===== config.mk =====
export PLATFORM = sky130hd
export DESIGN_NAME = line_rasterizer
export DESIGN_NICKNAME = d
export VERILOG_FILES = /design/src/rtl/lr_pkg.sv /design/src/rtl/lr_setup.sv /design/src/rtl/lr_queue.sv /design/src/rtl/lr_stepper.sv /design/src/rtl/line_rasterizer.sv
export VERILOG_INCLUDE_DIRS = /design/src /design/src/rtl
export SDC_FILE = /design/constraint.sdc
export NUM_CORES = 1
export LEC_CHECK = 0
export BUFFER_PORTS_ARGS = -buffer_cell sky130_fd_sc_hd__buf_2
export CORE_MARGIN = 10
export CORE_UTILIZATION = 48
export DETAILED_ROUTE_END_ITERATION = 8
export PLACE_DENSITY = 0.75
export SETUP_SLACK_MARGIN = 0.02
export SLEW_MARGIN = 10
export SYNTH_ARGS = -nofsm -noshare
export SYNTH_HDL_FRONTEND = slang
export SYNTH_SLANG_ARGS = --single-unit

===== constraint.sdc =====
create_clock -name clk_i -period 3.4 [get_ports clk_i]
set_input_delay 0.17 -clock clk_i [delete_from_list [all_inputs] [get_ports clk_i]]
set_output_delay 0.17 -clock clk_i [all_outputs]
set_load 0.02 [all_outputs]

===== src/rtl/line_rasterizer_macros.svh =====
// ----------------------------------------------------------------------------
// line_rasterizer_macros: assertion helpers for the line rasterizer
// ----------------------------------------------------------------------------
`ifndef LINE_RASTERIZER_MACROS_SVH
`define LINE_RASTERIZER_MACROS_SVH

`ifndef ASSERT_OFF

// property must hold at every clock edge outside reset
`define LR_ASSERT(lbl, clk, rstn, prop, msg) \
  lbl: assert property (@(posedge clk) disable iff (!rstn) (prop)) else $error(msg);

// condition must never be seen outside reset
`define LR_ASSERT_NEVER(lbl, clk, rstn, cond, msg) \
  lbl: assert property (@(posedge clk) disable iff (!rstn) !(cond)) else $error(msg);

`else

`define LR_ASSERT(lbl, clk, rstn, prop, msg)
`define LR_ASSERT_NEVER(lbl, clk, rstn, cond, msg)

`endif

`endif


===== src/rtl/lr_pkg.sv =====
// ----------------------------------------------------------------------------
// lr_pkg: shared types and constants of the line rasterizer
// ----------------------------------------------------------------------------
package lr_pkg;

  localparam int unsigned COORD_W         = 6;
  localparam int unsigned CANVAS_SIZE_DEF = 64;
  localparam int unsigned QUEUE_DEPTH     = 2;
  localparam int unsigned ERR_W           = COORD_W + 3;

  typedef logic [COORD_W-1:0] coord_t;

  // classified line, handed from the setup side to the stepper
  typedef struct packed {
    coord_t origin_col;
    coord_t origin_row;
    coord_t major_len;
    coord_t minor_len;
    logic   axes_swapped;
    logic   col_negative;
    logic   row_negative;
  } line_desc_t;

endpackage


===== src/rtl/lr_setup.sv =====
// ----------------------------------------------------------------------------
// lr_setup: endpoint clamping and line classification
// Clamps the endpoints to the canvas, takes absolute deltas, direction
// signs and the major axis, and forms one line descriptor.
// ----------------------------------------------------------------------------
module lr_setup
  import lr_pkg::*;
#(
  parameter int unsigned CANVAS_SIZE = CANVAS_SIZE_DEF
) (
  input  coord_t     x_start_i,
  input  coord_t     y_start_i,
  input  coord_t     x_end_i,
  input  coord_t     y_end_i,
  output line_desc_t desc_o
);

  localparam coord_t CoordMax = COORD_W'(CANVAS_SIZE - 1);

  coord_t x0, y0, x1, y1;
  coord_t dx, dy;
  logic   col_neg, row_neg, swapped;

  always_comb begin
    x0 = (x_start_i > CoordMax) ? CoordMax : x_start_i;
    y0 = (y_start_i > CoordMax) ? CoordMax : y_start_i;
    x1 = (x_end_i   > CoordMax) ? CoordMax : x_end_i;
    y1 = (y_end_i   > CoordMax) ? CoordMax : y_end_i;

    col_neg = x1 < x0;
    row_neg = y1 < y0;
    dx      = col_neg ? (x0 - x1) : (x1 - x0);
    dy      = row_neg ? (y0 - y1) : (y1 - y0);
    // equal deltas make y the major axis
    swapped = dx <= dy;

    desc_o.origin_col   = x0;
    desc_o.origin_row   = y0;
    desc_o.major_len    = swapped ? dy : dx;
    desc_o.minor_len    = swapped ? dx : dy;
    desc_o.axes_swapped = swapped;
    desc_o.col_negative = col_neg;
    desc_o.row_negative = row_neg;
  end

endmodule


===== src/rtl/lr_queue.sv =====
// ----------------------------------------------------------------------------
// lr_queue: short line descriptor queue
// Decouples the setup side from the pixel stepper.
// ----------------------------------------------------------------------------
module lr_queue
  import lr_pkg::*;
(
  input  logic       clk_i,
  input  logic       rst_ni,
  input  logic       push_i,
  input  line_desc_t push_data_i,
  output logic       full_o,
  input  logic       pop_i,
  output logic       valid_o,
  output line_desc_t pop_data_o
);

  localparam int unsigned PtrW = (QUEUE_DEPTH > 1) ? $clog2(QUEUE_DEPTH) : 1;
  localparam int unsigned CntW = $clog2(QUEUE_DEPTH + 1);

  line_desc_t          mem_q [QUEUE_DEPTH];
  logic [PtrW-1:0]     wr_ptr_q, wr_ptr_d;
  logic [PtrW-1:0]     rd_ptr_q, rd_ptr_d;
  logic [CntW-1:0]     count_q, count_d;

  assign full_o     = count_q == CntW'(QUEUE_DEPTH);
  assign valid_o    = count_q != '0;
  assign pop_data_o = mem_q[rd_ptr_q];

  always_comb begin
    wr_ptr_d = wr_ptr_q;
    rd_ptr_d = rd_ptr_q;
    count_d  = count_q;
    if (push_i) begin
      wr_ptr_d = (wr_ptr_q == PtrW'(QUEUE_DEPTH - 1)) ? '0 : wr_ptr_q + 1'b1;
    end
    if (pop_i) begin
      rd_ptr_d = (rd_ptr_q == PtrW'(QUEUE_DEPTH - 1)) ? '0 : rd_ptr_q + 1'b1;
    end
    if (push_i && !pop_i) begin
      count_d = count_q + 1'b1;
    end else if (pop_i && !push_i) begin
      count_d = count_q - 1'b1;
    end
  end

  always_ff @(posedge clk_i or negedge rst_ni) begin
    if (!rst_ni) begin
      wr_ptr_q <= '0;
      rd_ptr_q <= '0;
      count_q  <= '0;
    end else begin
      wr_ptr_q <= wr_ptr_d;
      rd_ptr_q <= rd_ptr_d;
      count_q  <= count_d;
    end
  end

  always_ff @(posedge clk_i) begin
    if (push_i) begin
      mem_q[wr_ptr_q] <= push_data_i;
    end
  end

endmodule


===== src/rtl/lr_stepper.sv =====
// ----------------------------------------------------------------------------
// lr_stepper: Bresenham pixel stepper
// Takes one line descriptor at a time and, while the output is not
// stalled, emits one pixel per cycle into a registered output stage.
// ----------------------------------------------------------------------------
module lr_stepper
  import lr_pkg::*;
(
  input  logic       clk_i,
  input  logic       rst_ni,
  input  logic       desc_valid_i,
  input  line_desc_t desc_i,
  output logic       desc_pop_o,
  output logic       out_valid_o,
  input  logic       out_stall_i,
  output coord_t     pixel_x_o,
  output coord_t     pixel_y_o,
  output logic       last_pixel_o
);

`include "line_rasterizer_macros.svh"

  logic                    busy_q, busy_d;
  line_desc_t              line_q, line_d;
  coord_t                  col_q, col_d;
  coord_t                  row_q, row_d;
  coord_t                  major_step_q, major_step_d;
  logic signed [ERR_W-1:0] err_q, err_d;
  logic                    out_valid_q, out_valid_d;
  coord_t                  out_x_q, out_y_q;
  logic                    out_last_q;

  logic                    out_load;
  logic                    last;
  logic                    minor_move;
  logic                    col_move, row_move;
  logic signed [ERR_W-1:0] err_sum;

  assign desc_pop_o   = !busy_q && desc_valid_i;
  assign out_load     = busy_q && (!out_valid_q || !out_stall_i);
  assign last         = major_step_q >= line_q.major_len;
  assign err_sum      = err_q + $signed({2'b00, line_q.minor_len, 1'b0});
  assign minor_move   = !err_sum[ERR_W-1];
  assign col_move     = line_q.axes_swapped ? minor_move : !last;
  assign row_move     = line_q.axes_swapped ? !last : minor_move;

  assign out_valid_o  = out_valid_q;
  assign pixel_x_o    = out_x_q;
  assign pixel_y_o    = out_y_q;
  assign last_pixel_o = out_last_q;

  always_comb begin
    busy_d       = busy_q;
    line_d       = line_q;
    col_d        = col_q;
    row_d        = row_q;
    major_step_d = major_step_q;
    err_d        = err_q;
    out_valid_d  = out_valid_q && out_stall_i;

    if (desc_pop_o) begin
      busy_d       = 1'b1;
      line_d       = desc_i;
      col_d        = desc_i.origin_col;
      row_d        = desc_i.origin_row;
      major_step_d = '0;
      err_d        = -$signed({3'b000, desc_i.major_len});
    end else if (out_load) begin
      out_valid_d = 1'b1;
      err_d = minor_move ? (err_sum - $signed({2'b00, line_q.major_len, 1'b0})) : err_sum;
      if (col_move) begin
        col_d = line_q.col_negative ? (col_q - 1'b1) : (col_q + 1'b1);
      end
      if (row_move) begin
        row_d = line_q.row_negative ? (row_q - 1'b1) : (row_q + 1'b1);
      end
      if (last) begin
        busy_d = 1'b0;
      end else begin
        major_step_d = major_step_q + 1'b1;
      end
    end
  end

  always_ff @(posedge clk_i or negedge rst_ni) begin
    if (!rst_ni) begin
      busy_q      <= 1'b0;
      out_valid_q <= 1'b0;
    end else begin
      busy_q      <= busy_d;
      out_valid_q <= out_valid_d;
    end
  end

  always_ff @(posedge clk_i) begin
    line_q       <= line_d;
    col_q        <= col_d;
    row_q        <= row_d;
    major_step_q <= major_step_d;
    err_q        <= err_d;
    if (out_load) begin
      out_x_q    <= col_q;
      out_y_q    <= row_q;
      out_last_q <= last;
    end
  end

  // the error term never goes positive while a line runs
  `LR_ASSERT(a_err_nonpos, clk_i, rst_ni, busy_q |-> (err_q <= 0), "error term positive")
  // the major axis is never the shorter one
  `LR_ASSERT(a_major_long, clk_i, rst_ni, busy_q |-> (line_q.major_len >= line_q.minor_len), "major shorter than minor")
  // the step counter never runs past the line
  `LR_ASSERT(a_step_bound, clk_i, rst_ni, busy_q |-> (major_step_q <= line_q.major_len), "major step overrun")
  // the run ends exactly after the final pixel is loaded
  `LR_ASSERT(a_run_ends, clk_i, rst_ni, (out_load && last) |=> (!busy_q && out_last_q), "run did not end on last pixel")
  // a new line is only taken while idle
  `LR_ASSERT_NEVER(a_pop_busy, clk_i, rst_ni, desc_pop_o && busy_q, "descriptor taken during a run")

endmodule


===== src/rtl/line_rasterizer.sv =====
// ----------------------------------------------------------------------------
// line_rasterizer: Bresenham line rasterizer on a square canvas
// Input channel (in_valid_i / in_stall_o) takes one line per transaction as
// two endpoints; coordinates beyond the canvas saturate to its last column
// or row. Output channel (out_valid_o / out_stall_i) gives one pixel per
// transaction, in order from the first endpoint, with last_pixel_o set on
// the final pixel. A line of major delta m gives m+1 pixels.
// The setup side classifies a line in the cycle it is accepted and pushes
// it into a two-entry queue; the input stalls only while the queue is full.
// When the block is empty, the first pixel of a line passes the queue,
// the stepper's line load and the registered output stage. The stepper
// produces one pixel per cycle while the output is not stalled, loads each
// line before its first pixel and takes no new line during a run.
// A stall on the output holds the registered pixel and halts pixel stepping;
// the queue keeps accepting lines until full.
// Reset empties the queue, ends any run and drops a pending pixel.
// ----------------------------------------------------------------------------
module line_rasterizer
  import lr_pkg::*;
#(
  parameter int unsigned CANVAS_SIZE = CANVAS_SIZE_DEF
) (
  input  logic   clk_i,
  input  logic   rst_ni,
  input  logic   in_valid_i,
  output logic   in_stall_o,
  input  coord_t x_start_i,
  input  coord_t y_start_i,
  input  coord_t x_end_i,
  input  coord_t y_end_i,
  output logic   out_valid_o,
  input  logic   out_stall_i,
  output coord_t pixel_x_o,
  output coord_t pixel_y_o,
  output logic   last_pixel_o
);

  line_desc_t setup_desc;
  line_desc_t queue_desc;
  logic       queue_full;
  logic       queue_valid;
  logic       queue_pop;
  logic       push;

  assign in_stall_o = queue_full;
  assign push       = in_valid_i && !queue_full;

  lr_setup #(
    .CANVAS_SIZE (CANVAS_SIZE)
  ) u_setup (
    .x_start_i (x_start_i),
    .y_start_i (y_start_i),
    .x_end_i   (x_end_i),
    .y_end_i   (y_end_i),
    .desc_o    (setup_desc)
  );

  lr_queue u_queue (
    .clk_i       (clk_i),
    .rst_ni      (rst_ni),
    .push_i      (push),
    .push_data_i (setup_desc),
    .full_o      (queue_full),
    .pop_i       (queue_pop),
    .valid_o     (queue_valid),
    .pop_data_o  (queue_desc)
  );

  lr_stepper u_stepper (
    .clk_i        (clk_i),
    .rst_ni       (rst_ni),
    .desc_valid_i (queue_valid),
    .desc_i       (queue_desc),
    .desc_pop_o   (queue_pop),
    .out_valid_o  (out_valid_o),
    .out_stall_i  (out_stall_i),
    .pixel_x_o    (pixel_x_o),
    .pixel_y_o    (pixel_y_o),
    .last_pixel_o (last_pixel_o)
  );

endmodule

* After elaboration in Yosys (flattened, before gate mapping)
Memories as Yosys holds them, arrays and structs flattened. Index checks and enable logic that the tools add are counted.
Cells by class: add/subtract/negate cells 16, order comparisons 8, equality and inequality tests 1, muxes and demuxes 32, bitwise operators 1, reductions and logical operators 25
Operators by type and width (count):
- $mux 6 | 16
- $mux 9 | 3
- $gt 6x6->1 const B | 4
- $sub 6x6->6 | 4
- $add 6x1->6 const B | 3
- $lt 6x6->1 | 2
- $reduce_bool 2->1 | 6
- $sub 6x1->6 const B | 2
- $mux 1 | 11
- $add 9x8->9 | 1
- $neg 6->9 | 1
- $sub 9x8->9 | 1
- $logic_not 1->1 | 8
- $reduce_and 2->1 | 4
- $ge 6x6->1 | 1
- $le 6x6->1 | 1
- $logic_and 1x1->1 | 6
- $mux 2 | 2
- $add 1x1->1 const B | 2
- $add 2x1->2 const B | 1
- $eq 2x2->1 const B | 1
- $sub 2x1->2 const B | 1
- $logic_or 1x1->1 | 1
- $not 1->1 | 1
Storage, ports and cells: flip-flop bits (word level) 61, memory bits (writable) 54, input port bits 28, output and inout bits 15, memories 1
Memory list:
- u_queue.mem_q | depth 2, bits a word 27, rd ports 1, clocked after memory_dff 0, write ports 1, RTL line lr_queue.sv:21 | line_desc_t mem_q [QUEUE_DEPTH];

* Depth between registers and ports, before layout
Gate-level depths: netlist of the first run.
depth after elaboration 7, depth in mapped cells 15, mapped depth without buffers 14

* Modules after synthesis
A second synthesis of the first run with hierarchy kept.
Unflattened totals: cell total of the unflattened synthesis 563, area, all modules 6701.4 um2
By module, submodules not included:
- lr_stepper | times used 1, cells each 283, area each 3169.3 um2, sequential area each 1611.5 um2
- lr_queue | times used 1, cells each 100, area each 2237.1 um2, sequential area each 1721.7 um2
- lr_setup | times used 1, cells each 179, area each 1281.2 um2, sequential area each 0.0 um2
- line_rasterizer | times used 1, cells each 1, area each 13.8 um2, sequential area each 0.0 um2

* Worst setup path after synthesis of the first run
Ideal clock, no wire load.
path kind input to register, start input x_end_i[3], end memory u_queue.mem_q[0][11] (netlist name), data pin, library setup time 0.273 ns, data arrival time 3.147 ns, data required time 3.127 ns, setup slack -0.019 ns, stages 15, buffers on the path 2, path through clkbuf_1 -> ha_1 -> a21oi_1 -> o21ai_0 -> a31oi_2 -> mux2i_1 -> xor2_1 -> inv_1 -> ha_1 -> a21oi_1 -> nor2b_1 -> o31a_1 -> o22ai_1 -> buf_2 -> mux2i_1
RTL lines:
- from (decl) | RTL line line_rasterizer.sv:29 | input coord_t x_end_i,
- to (decl) | RTL line lr_queue.sv:21

==> out/qor.yml, run 1 <==
core-area_sq_um: 13190
max_freq_mhz: 315.9
final_area_sq_um: 7776
syn_inst: 544
root_buffer: "clkbuf_16"
cts.path.max_buffers: 2
synthesis.area_sq_um: 6462
clkPwrFrac_pct: 23.3
drc: 0
clock_latency_ns: 0.41
rsz0062_at_grt: "no"
hold_path.class: "in -> reg"
final-setup-viol-count: 0
portBuffers: 42
seqPwrFrac_pct: 31.8
n_antenna_cell: 0
cp_max_fo: 6
switching_share_pct: 36.44
min_period_ns: 3.166
syn_nets: 633
fin_nets: 704
p_comb_share_pct: 44.9
h-tree-depth: 4
grt-ovfl-total: 0
slew_viol_final: 0
ys_seq_area_share_pct: 51.58
clkTransAtPathRegs_ns: 0.05
hold_viol: 0
cts_sinks: 114
p_int_w: 0.005205
grt_pass1_vias: 4552
final_cells: 804
crit_arrival_ns: 3.32
status: "complete, no violations"
syn2layout_area_growth_pct: 20.33
ys_warn_count: 0
wl_per_cell_microns: 16.69
slowest_delay_ns: 0.39
ys_types: 51
antenna_found_initial: 0
power_density_nw_per_um2: 1053
cts_tree: "built"
num_rows: 42
drt-total-wl_microns: 13420
synth_top_cell_area_share_pct: 47.40
place_inst: 767
post-route-period-util_pct: 93.11
yosys.area.top_type: "edfxtp_1"
maxCapViolCount: 0
start_util_pct: 48.99
hpwl_microns: 9645
die_x_microns: 136.0
crit_required_ns: 3.55
slowest_stage: "fa_1"
dieArea_sq_um: 18500
final_layout_size_suffix_gt1_share_pct: 21.82
vias_per_cell: 5.439
antenna_left: 0
cpMostUsedCell: "nor2b_1"
place_area_sq_um: 7074
worst_pin_slew_ns: 0.7875
startpoint_type: "primary input"
whs_ns: 0.01328
layout_commonest_cell: "edfxtp_1"
numCtsBuffers: 17
netSwitchingPower_w: 0.002984
ios: 43
grt_pass1_wl_microns: 22050
path_cells: "buf_2, nor2b_1, fa_1, o21ai_0, a31oi_2, mux2i_1, xor2_1, ha_1, a21oi_1, nor2b_1, o31a_1, o22ai_1, buf_4, mux2_2"
avgSynthCellArea_sq_um: 11.88
synth_seq_cells: 114
crit_type: "in -> reg"
drtPass1Iterations: 5
finClkSkew_ns: 0.005623
final_cell_mix: "edfxtp_1, inv_1, ha_1"
synth-edff-count: 102
drt_iter0_markers: 319
routabilityCongestion: 0.9099
grt_max_degree: 33
async_flop_share_pct: 5.263
power_leakage_nw: 3.297
maxSlewHeadroom_pct: 47.50
die_h_microns: 136.0
synthFlopType: "edfxtp_1"
vias: 4373
synth_area_leaders: "edfxtp_1, ha_1, mux2i_1"
endpoint_kind: "flip-flop"
grt_usage_pct: 14.98
peakVddDrop_mv: 0.4289
[cells by family after synthesis]
logic type      Yosys count  share of synthesized area, %
compound gates          110                         11.38
buf+inv                  90                         5.266
flops                   114                         51.58
fa+ha+maj                61                         12.74
mux                      46                         7.415
xor+xnor                 35                         4.743
simple gates             88                         6.874
[metal layers]
| metal | vias to the layer above | share of wire [%] | GRT usage (%) |
|---|---|---|---|
| li1 | 2089 | - | - |
| met4 | 0 | 1.7 | 5.740 |
| met2 | 129 | 50 | 25.24 |
| met3 | 24 | 4.8 | 4.280 |
| met1 | 2131 | 43 | 17.74 |
| met5 | - | 0 | 0 |
[worst max-delay path, delay by kind of cell]
| kind | cells | cell delay, ns |
|---|---|---|
| AOI/OAI and AO/OA | 5 | 1.09 |
| adders and majority gates | 2 | 0.70 |
| muxes | 2 | 0.57 |
| buffers and inverters | 2 | 0.29 |
| xor gates and xnor gates | 1 | 0.29 |
| and+or+nand+nor | 2 | 0.22 |
[what timing repair did]
item / 4_1_cts / 5_1_grt
endpoints found under the hold margin: 10 / 2
hold buffers: 3 / 1
gates resized for setup: 0 / 4
endpoints found under the setup margin: 0 / 18
buffers inserted: 0 / 1
[per-stage QoR]
stage / setup WS, ns / utilization [%] / power, W / setup TNS, ns
5_1_grt: 0.05373 / 58.95 / 0.008732 / 0
3_3_place_gp: -0.04600 / 53.63 / 0.005972 / -0.2515
4_1_cts: 0.2381 / 58.70 / 0.008189 / 0
3_5_place_dp: -0.1846 / 53.63 / 0.006159 / -2.802
6_report: 0.2344 / 58.95 / 0.008189 / 0
2_1_floorplan: 0.03481 / - / 0.005184 / 0
[path summary, 6_finish.rpt]
path                                    start                      to  slack, ns  cells after the start
hold reg to reg            u_stepper.col_q[4]  u_stepper.pixel_x_o[4]       0.46                      0
setup / recovery                 y_start_i[0]    u_queue.mem_q[0][10]       0.23                     14
max in group asynchronous              rst_ni      u_queue.count_q[0]       3.09                      2
min in group asynchronous              rst_ni        u_queue.wr_ptr_q       0.14                      2
hold / removal                   x_start_i[4]    u_queue.mem_q[0][25]       0.01                      1
setup reg to reg           u_stepper.err_q[1]      u_stepper.err_q[7]       0.50                     10
[power groups by stage]
stage	Clock, W	Combinational [W]	Sequential, W
5_1_grt	0.00200	0.00409	0.00265
3_3_place_gp	0	0.00339	0.00258
4_1_cts	0.00193	0.00366	0.00260
3_5_place_dp	0	0.00355	0.00261
6_report	0.00191	0.00368	0.00260
2_1_floorplan	0	0.00259	0.00260
[Yosys cell counts (6+ instances only)]
| cell type | count |
|---|---|
| edfxtp_1 | 102 |
| inv_1 | 55 |
| ha_1 | 53 |
| a21oi_1 | 36 |
| mux2i_1 | 31 |
| clkbuf_1 | 30 |
| nand2_1 | 28 |
| xnor2_1 | 22 |
| o21ai_0 | 19 |
| nor2_1 | 16 |
| nor2b_1 | 16 |
| mux2_2 | 15 |
| xor2_1 | 13 |
| a211oi_1 | 9 |
| a21o_1 | 9 |
| fa_1 | 8 |
| nand2b_1 | 7 |
| dfrtp_1 | 6 |
| dfxtp_1 | 6 |
| nand3_1 | 6 |
[sequential cells by signal (all words and copies together), names as in the netlist]
name	cells
u_stepper.last_pixel_o	1
u_stepper.major_step_q	6
u_stepper.busy_q	1
u_stepper.pixel_x_o	6
u_queue.count_q	2
u_stepper.col_q	6
u_queue.mem_q	54
u_stepper.out_valid_o	1
u_stepper.pixel_y_o	6
u_queue.rd_ptr_q	1
u_stepper.line_q	15
u_stepper.row_q	6
u_stepper.err_q	8
u_queue.wr_ptr_q	1
[area by class of cell]
cell class / count / area [sq um]
Inverter: 55 / 206.4
Clock buffer: 17 / 425.4
Multi-Input combinational cell: 340 / 2808
Clock inverter: 15 / 212.7
Tap cell: 176 / 220.2
Fill cell: 1045 / 5414
Sequential cell: 114 / 3333
Timing Repair Buffer: 87 / 570.5
(Power assumes the default switching activity.)
==> inputs of run 2 (changes only) <==
--- a/config.mk
+++ b/config.mk
@@ -8,9 +8,9 @@
 export LEC_CHECK = 0
 export BUFFER_PORTS_ARGS = -buffer_cell sky130_fd_sc_hd__buf_2
 export CORE_MARGIN = 10
-export CORE_UTILIZATION = 48
+export CORE_UTILIZATION = 61
 export DETAILED_ROUTE_END_ITERATION = 8
-export PLACE_DENSITY = 0.75
+export PLACE_DENSITY = 0.89
 export SETUP_SLACK_MARGIN = 0.02
 export SLEW_MARGIN = 10
 export SYNTH_ARGS = -nofsm -noshare
==> run 2 against run 1 <==
Clock power shrank 5%. Via count grew 7.1%. Fmax shrank 6.0%. Combinational power grew 5%. Largest power group unchanged. Critical path depth is the same. Global-route usage grew 6.2 points. Sequential share of layout area grew 0.27 points. Wire length grew 18%. Final area shrank 0.63%. Flip-flop and latch count is the same. Register-to-register slack lost 0.19 ns. Final cell count shrank 5.1%. Critical path type unchanged. Largest cell class unchanged.
==> out/qor.yml, run 2 (synthesis gave the netlist of run 1 again) <==
status: "complete, no violations"
die_h_microns: 122.9
clkTransAtPathRegs_ns: 0.06
fin_tns_setup_ns: 0
cts_tree: "built"
endpoint: "u_queue.mem_q[1][4]"
finClkSkew_ns: 0.01008
grt_usage_pct: 21.17
hpwl_microns: 9589
drt_iter0_markers: 438
rr_endpoint: "u_stepper.err_q[6]"
dieArea_sq_um: 15110
final-setup-viol-count: 0
hold_viol: 0
final_cells: 763
final_cell_mix: "edfxtp_1, inv_1, ha_1"
startpoint_type: "primary input"
layout_commonest_cell: "edfxtp_1"
slowest_delay_ns: 0.52
drc: 0
core-area_sq_um: 10320
h-tree-depth: 4
die_x_microns: 122.9
start_util_pct: 62.60
antenna_found_initial: 0
ios: 43
drt-total-wl_microns: 15810
reg2reg_slack_ns: 0.31
maxSlewHeadroom_pct: 47.42
grt-ovfl-total: 0
worst_pin_slew_ns: 0.7878
largest_register: "u_queue.mem_q"
antenna_left: 0
final_layout_size_suffix_gt1_share_pct: 20.89
cts.path.max_buffers: 2
portBuffers: 42
maxCapViolCount: 0
peakVddDrop_mv: 0.5406
grt_max_degree: 33
min_period_ns: 3.366
cts_sinks: 114
largest_reg_flops: 54
wl_per_cell_microns: 20.72
grt_pass1_vias: 4950
root_buffer: "clkbuf_8"
path_cells: "dlygate4sd3_1, buf_2, inv_1, ha_1, a31oi_4, mux2i_1, xor2_1, ha_1, a21oi_1, nor2b_1, o31a_1, o22ai_1, buf_4, mux2_2"
reg2reg_from: "u_stepper.err_q[2]"
clock_latency_ns: 0.52
rr_worst_depth: 11
syn2layout_area_growth_pct: 19.57
crit_arrival_ns: 3.62
cpMostUsedCell: "ha_1"
top_regs: "u_queue.mem_q x54, u_stepper.line_q x15, u_stepper.err_q x8"
post-route-period-util_pct: 99.01
drtPass1Iterations: 5
cp_max_fo: 7
numCtsBuffers: 17
crit_type: "in -> reg"
cp-startpoint: "y_start_i[4]"
n_antenna_cell: 0
routabilityCongestion: 0.9090
vias_per_cell: 6.136
crit_required_ns: 3.66
slew_viol_final: 0
grt_pass1_wl_microns: 24860
vias: 4682
fin_nets: 703
max_freq_mhz: 297.1
place_inst: 717
power_leakage_nw: 3.273
num_rows: 37
cts_setup_buffers: 0
slowest_stage: "dlygate4sd3_1"
power_density_nw_per_um2: 1075
hold_path.class: "in -> reg"
endpoint_kind: "flip-flop"
[run 2: layout make-up]
type,count,area (sq um)
clock buffer,19,431.7
clock inverter,13,175.2
fill,574,2596
inverter,55,206.4
multi-input combinational,340,2823
sequential,114,3333
tap,136,170.2
timing repair buffer,86,588.1
[run 2: worst min-delay path by stage]
| stage | startpoint | endpoint | slack (ns) | cells after the start |
|---|---|---|---|---|
| floorplan | rst_ni | u_queue.count_q[0] | -0.13 | 0 |
| global placement | rst_ni | u_queue.wr_ptr_q | 0.02 | 1 |
| finish | y_start_i[1] | u_queue.mem_q[0][16] | 0.02 | 2 |
| detailed placement | rst_ni | u_queue.wr_ptr_q | 0.03 | 1 |
| global route | y_start_i[1] | u_queue.mem_q[1][16] | 0.02 | 2 |
| CTS | y_start_i[1] | u_queue.mem_q[0][16] | 0.01 | 2 |
[run 2: critical path: cells and delay by family]
family	cells	cell delay (ns)
compound gates	4	0.93
buf+inv	4	0.88
fa+ha+maj	2	0.69
mux	2	0.63
xor+xnor	1	0.22
simple gates	1	0.09
[run 2: layer usage]
layer / global-route usage (%) / wire length, microns / up-vias
met2: 38.29 / 8236 / 247
li1: - / - / 2095
met3: 4.968 / 1061 / 44
met5: 0 / 0 / -
met1: 23.55 / 6090 / 2296
met4: 8.395 / 424 / 0
[run 2: where the power goes]
| part | switching (W) | internal (W) | leakage [nW] | total (W) |
|---|---|---|---|---|
| sequential | 0.000307 | 0.00233 | 1.07 | 0.00264 |
| clock | 0.000662 | 0.00115 | 0.290 | 0.00181 |
| combinational | 0.00228 | 0.00159 | 1.91 | 0.00386 |
[run 2: repair_timing]
item / in CTS / in global routing
hold endpoints to repair: 30 / 0
setup endpoints to repair: 0 / 24
gates resized for setup: 0 / 10
hold buffers: 14 / 0
[run 2: metrics by stage]
step / power, W / setup slack, ns / area, sq um / hold WS (ns) / utilization (%)
5_1_grt: 0.008728 / -0.04516 / 7727 / 0.02122 / 74.85
3_3_place_gp: 0.005889 / -0.01100 / 6949 / 0.02048 / 67.31
6_report: 0.008310 / 0.03369 / 7727 / 0.02169 / 74.85
2_1_floorplan: 0.005184 / 0.03481 / 6462 / -0.1256 / -
4_1_cts: 0.008204 / 0.03726 / 7696 / 0.01364 / 74.55
3_5_place_dp: 0.006154 / -0.1574 / 6949 / 0.02508 / 67.31
==> inputs of run 3 (changes only) <==
--- a/config.mk
+++ b/config.mk
@@ -10,6 +10,7 @@
 export CORE_MARGIN = 10
 export CORE_UTILIZATION = 61
 export DETAILED_ROUTE_END_ITERATION = 8
+export MAX_ROUTING_LAYER = met4
 export PLACE_DENSITY = 0.89
 export SETUP_SLACK_MARGIN = 0.02
 export SLEW_MARGIN = 10
==> run 3 against run 2 <==
Combinational power decreased by 1%. Final cell count increased by 0.13%. Worst hold slack got worse by 0.0045 ns. Register-to-register slack improved by 0.05 ns. Final area decreased by 0.39%. Via count decreased by 2.7%.
==> out/qor.yml, run 3 (synthesis gave the netlist of run 1 again) <==
crit_type: "in -> reg"
drtPass1Iterations: 5
routabilityCongestion: 0.9256
layout_commonest_cell: "edfxtp_1"
wl_per_cell_microns: 19.70
worst_pin_slew_ns: 0.7973
largest_reg_flops: 54
cts_tree: "built"
p_int_w: 0.005017
post-route-period-util_pct: 97.04
numCtsBuffers: 17
top_regs: "u_queue.mem_q x54, u_stepper.line_q x15, u_stepper.err_q x8"
drt_iter0_markers: 457
grt_usage_pct: 21.06
wl_met1_microns: 5928
power_density_nw_per_um2: 1056
maxSlewHeadroom_pct: 46.79
vias_per_cell: 5.962
crit_required_ns: 3.65
fin_nets: 705
largest_register: "u_queue.mem_q"
maxCapViolCount: 0
seqPwrFrac_pct: 32.3
clkTransAtPathRegs_ns: 0.05
hpwl_microns: 9580
grt_pass1_vias: 4651
path_cells: "buf_2, dlygate4sd3_1, buf_4, nor2b_4, fa_2, nor2b_1, o21ai_1, nand2b_1, mux2i_1, xor2_1, inv_1, ha_1, nand3_1, nor2_1, o31a_1, o22ai_1, buf_4, mux2_2"
fillers: 579
p_comb_share_pct: 46.8
clkPwrFrac_pct: 20.9
clock_latency_ns: 0.52
dieArea_sq_um: 15110
wl_met3_microns: 894
core-area_sq_um: 10320
max_freq_mhz: 303.1
antenna_found_initial: 0
hold_viol: 0
grt_pass1_wl_microns: 23870
vias: 4555
min_period_ns: 3.299
die_h_microns: 122.9
place_inst: 717
dr.max_layer_used: "met4"
ios: 43
switching_share_pct: 38.29
netSwitchingPower_w: 0.003113
slowest_delay_ns: 0.55
n_antenna_cell: 0
fin_tns_setup_ns: 0
startpoint_type: "primary input"
slew_viol_final: 0
endpoint_kind: "flip-flop"
cp_max_fo: 4
drt-total-wl_microns: 15050
crit_arrival_ns: 3.55
cts_sinks: 114
grt_max_degree: 33
wl_met2_microns: 7828
status: "complete, no violations"
root_buffer: "clkbuf_8"
final_layout_size_suffix_gt1_share_pct: 20.70
peakVddDrop_mv: 0.5378
drc: 0
syn2layout_area_growth_pct: 19.11
worstPathBufferInverterCount: 5
slowest_stage: "dlygate4sd3_1"
hold_path.class: "in -> reg"
h-tree-depth: 4
antenna_left: 0
finClkSkew_ns: 0.01015
final_cell_mix: "edfxtp_1, inv_1, ha_1"
num_rows: 37
crit_family: "buffers and inverters"
final_cells: 764
portBuffers: 42
final-setup-viol-count: 0
cpMostUsedCell: "buf_4"
grt-ovfl-total: 0
start_util_pct: 62.60
die_x_microns: 122.9
cts.path.max_buffers: 2
power_leakage_nw: 3.267
run 3: routing by layer:
| metal | vias up | global-route usage, % |
|---|---|---|
| met1 | 2209 | 24.27 |
| met4 | 0 | 9.647 |
| li1 | 2089 | - |
| met3 | 38 | 3.099 |
| met5 | - | - |
| met2 | 219 | 35.71 |
run 3: through the flow:
step	total power [W]	hold slack [ns]	util (%)	worst slack [ns]	instance area (sq um)
4_1_cts	0.008049	0.00006423	73.93	0.08340	7632
2_1_floorplan	0.005184	-0.1256	-	0.03481	6462
5_1_grt	0.008590	0.01519	74.56	-0.02262	7697
3_3_place_gp	0.005889	0.02106	67.31	-0.01363	6949
3_5_place_dp	0.006152	0.02061	67.31	-0.1509	6949
6_report	0.008130	0.01717	74.56	0.1006	7697
run 3: path summary, 6_finish.rpt:
path                                     from                     end  slack, ns  cells after the start
min in group asynchronous              rst_ni      u_queue.count_q[1]       0.10                      2
hold reg to reg            u_stepper.row_q[2]  u_stepper.pixel_y_o[2]       0.47                      0
hold / removal                     in_valid_i        u_queue.wr_ptr_q       0.02                      3
max in group asynchronous              rst_ni        u_queue.rd_ptr_q       3.12                      2
setup reg to reg           u_stepper.err_q[1]      u_stepper.err_q[7]       0.36                     10
setup / recovery                 x_start_i[0]    u_queue.mem_q[0][10]       0.10                     18
run 3: what timing repair did:
item,CTS,global route
hold buffers,12,0
hold endpoints to repair,27,0
setup buffers,0,4
gates resized for setup,0,9
endpoints found under the setup margin,0,24
run 3: cell type report:
class                      count  area [sq um]  share of cell area [%]
multi-input combinational    340          2826                   36.72
clock buffer                  19         421.7                   5.478
tap                          136         170.2                   2.211
inverter                      55         206.4                   2.682
clock inverter                12         141.4                   1.837
sequential                   114          3333                   43.30
timing repair buffer          88         598.1                   7.770
run 3: power by group through the flow:
stage               combinational [W]  sequential (W)  clock [W]
floorplan                     0.00259         0.00260          0
global placement              0.00331         0.00258          0
detailed placement            0.00353         0.00262          0
CTS                           0.00373         0.00262    0.00171
global route                  0.00414         0.00267    0.00177
finish                        0.00381         0.00263    0.00170
run 3: worst reg2reg max path, stage by stage (launching register included):
cell,delay (ns)
edfxtp_1,0.39
ha_1,0.26
fa_1,0.46
xor2_1,0.26
ha_1,0.33
a21o_1,0.20
a21oi_1,0.22
o21bai_1,0.12
a211oi_2,0.24
xnor2_1,0.18
a21oi_1,0.11
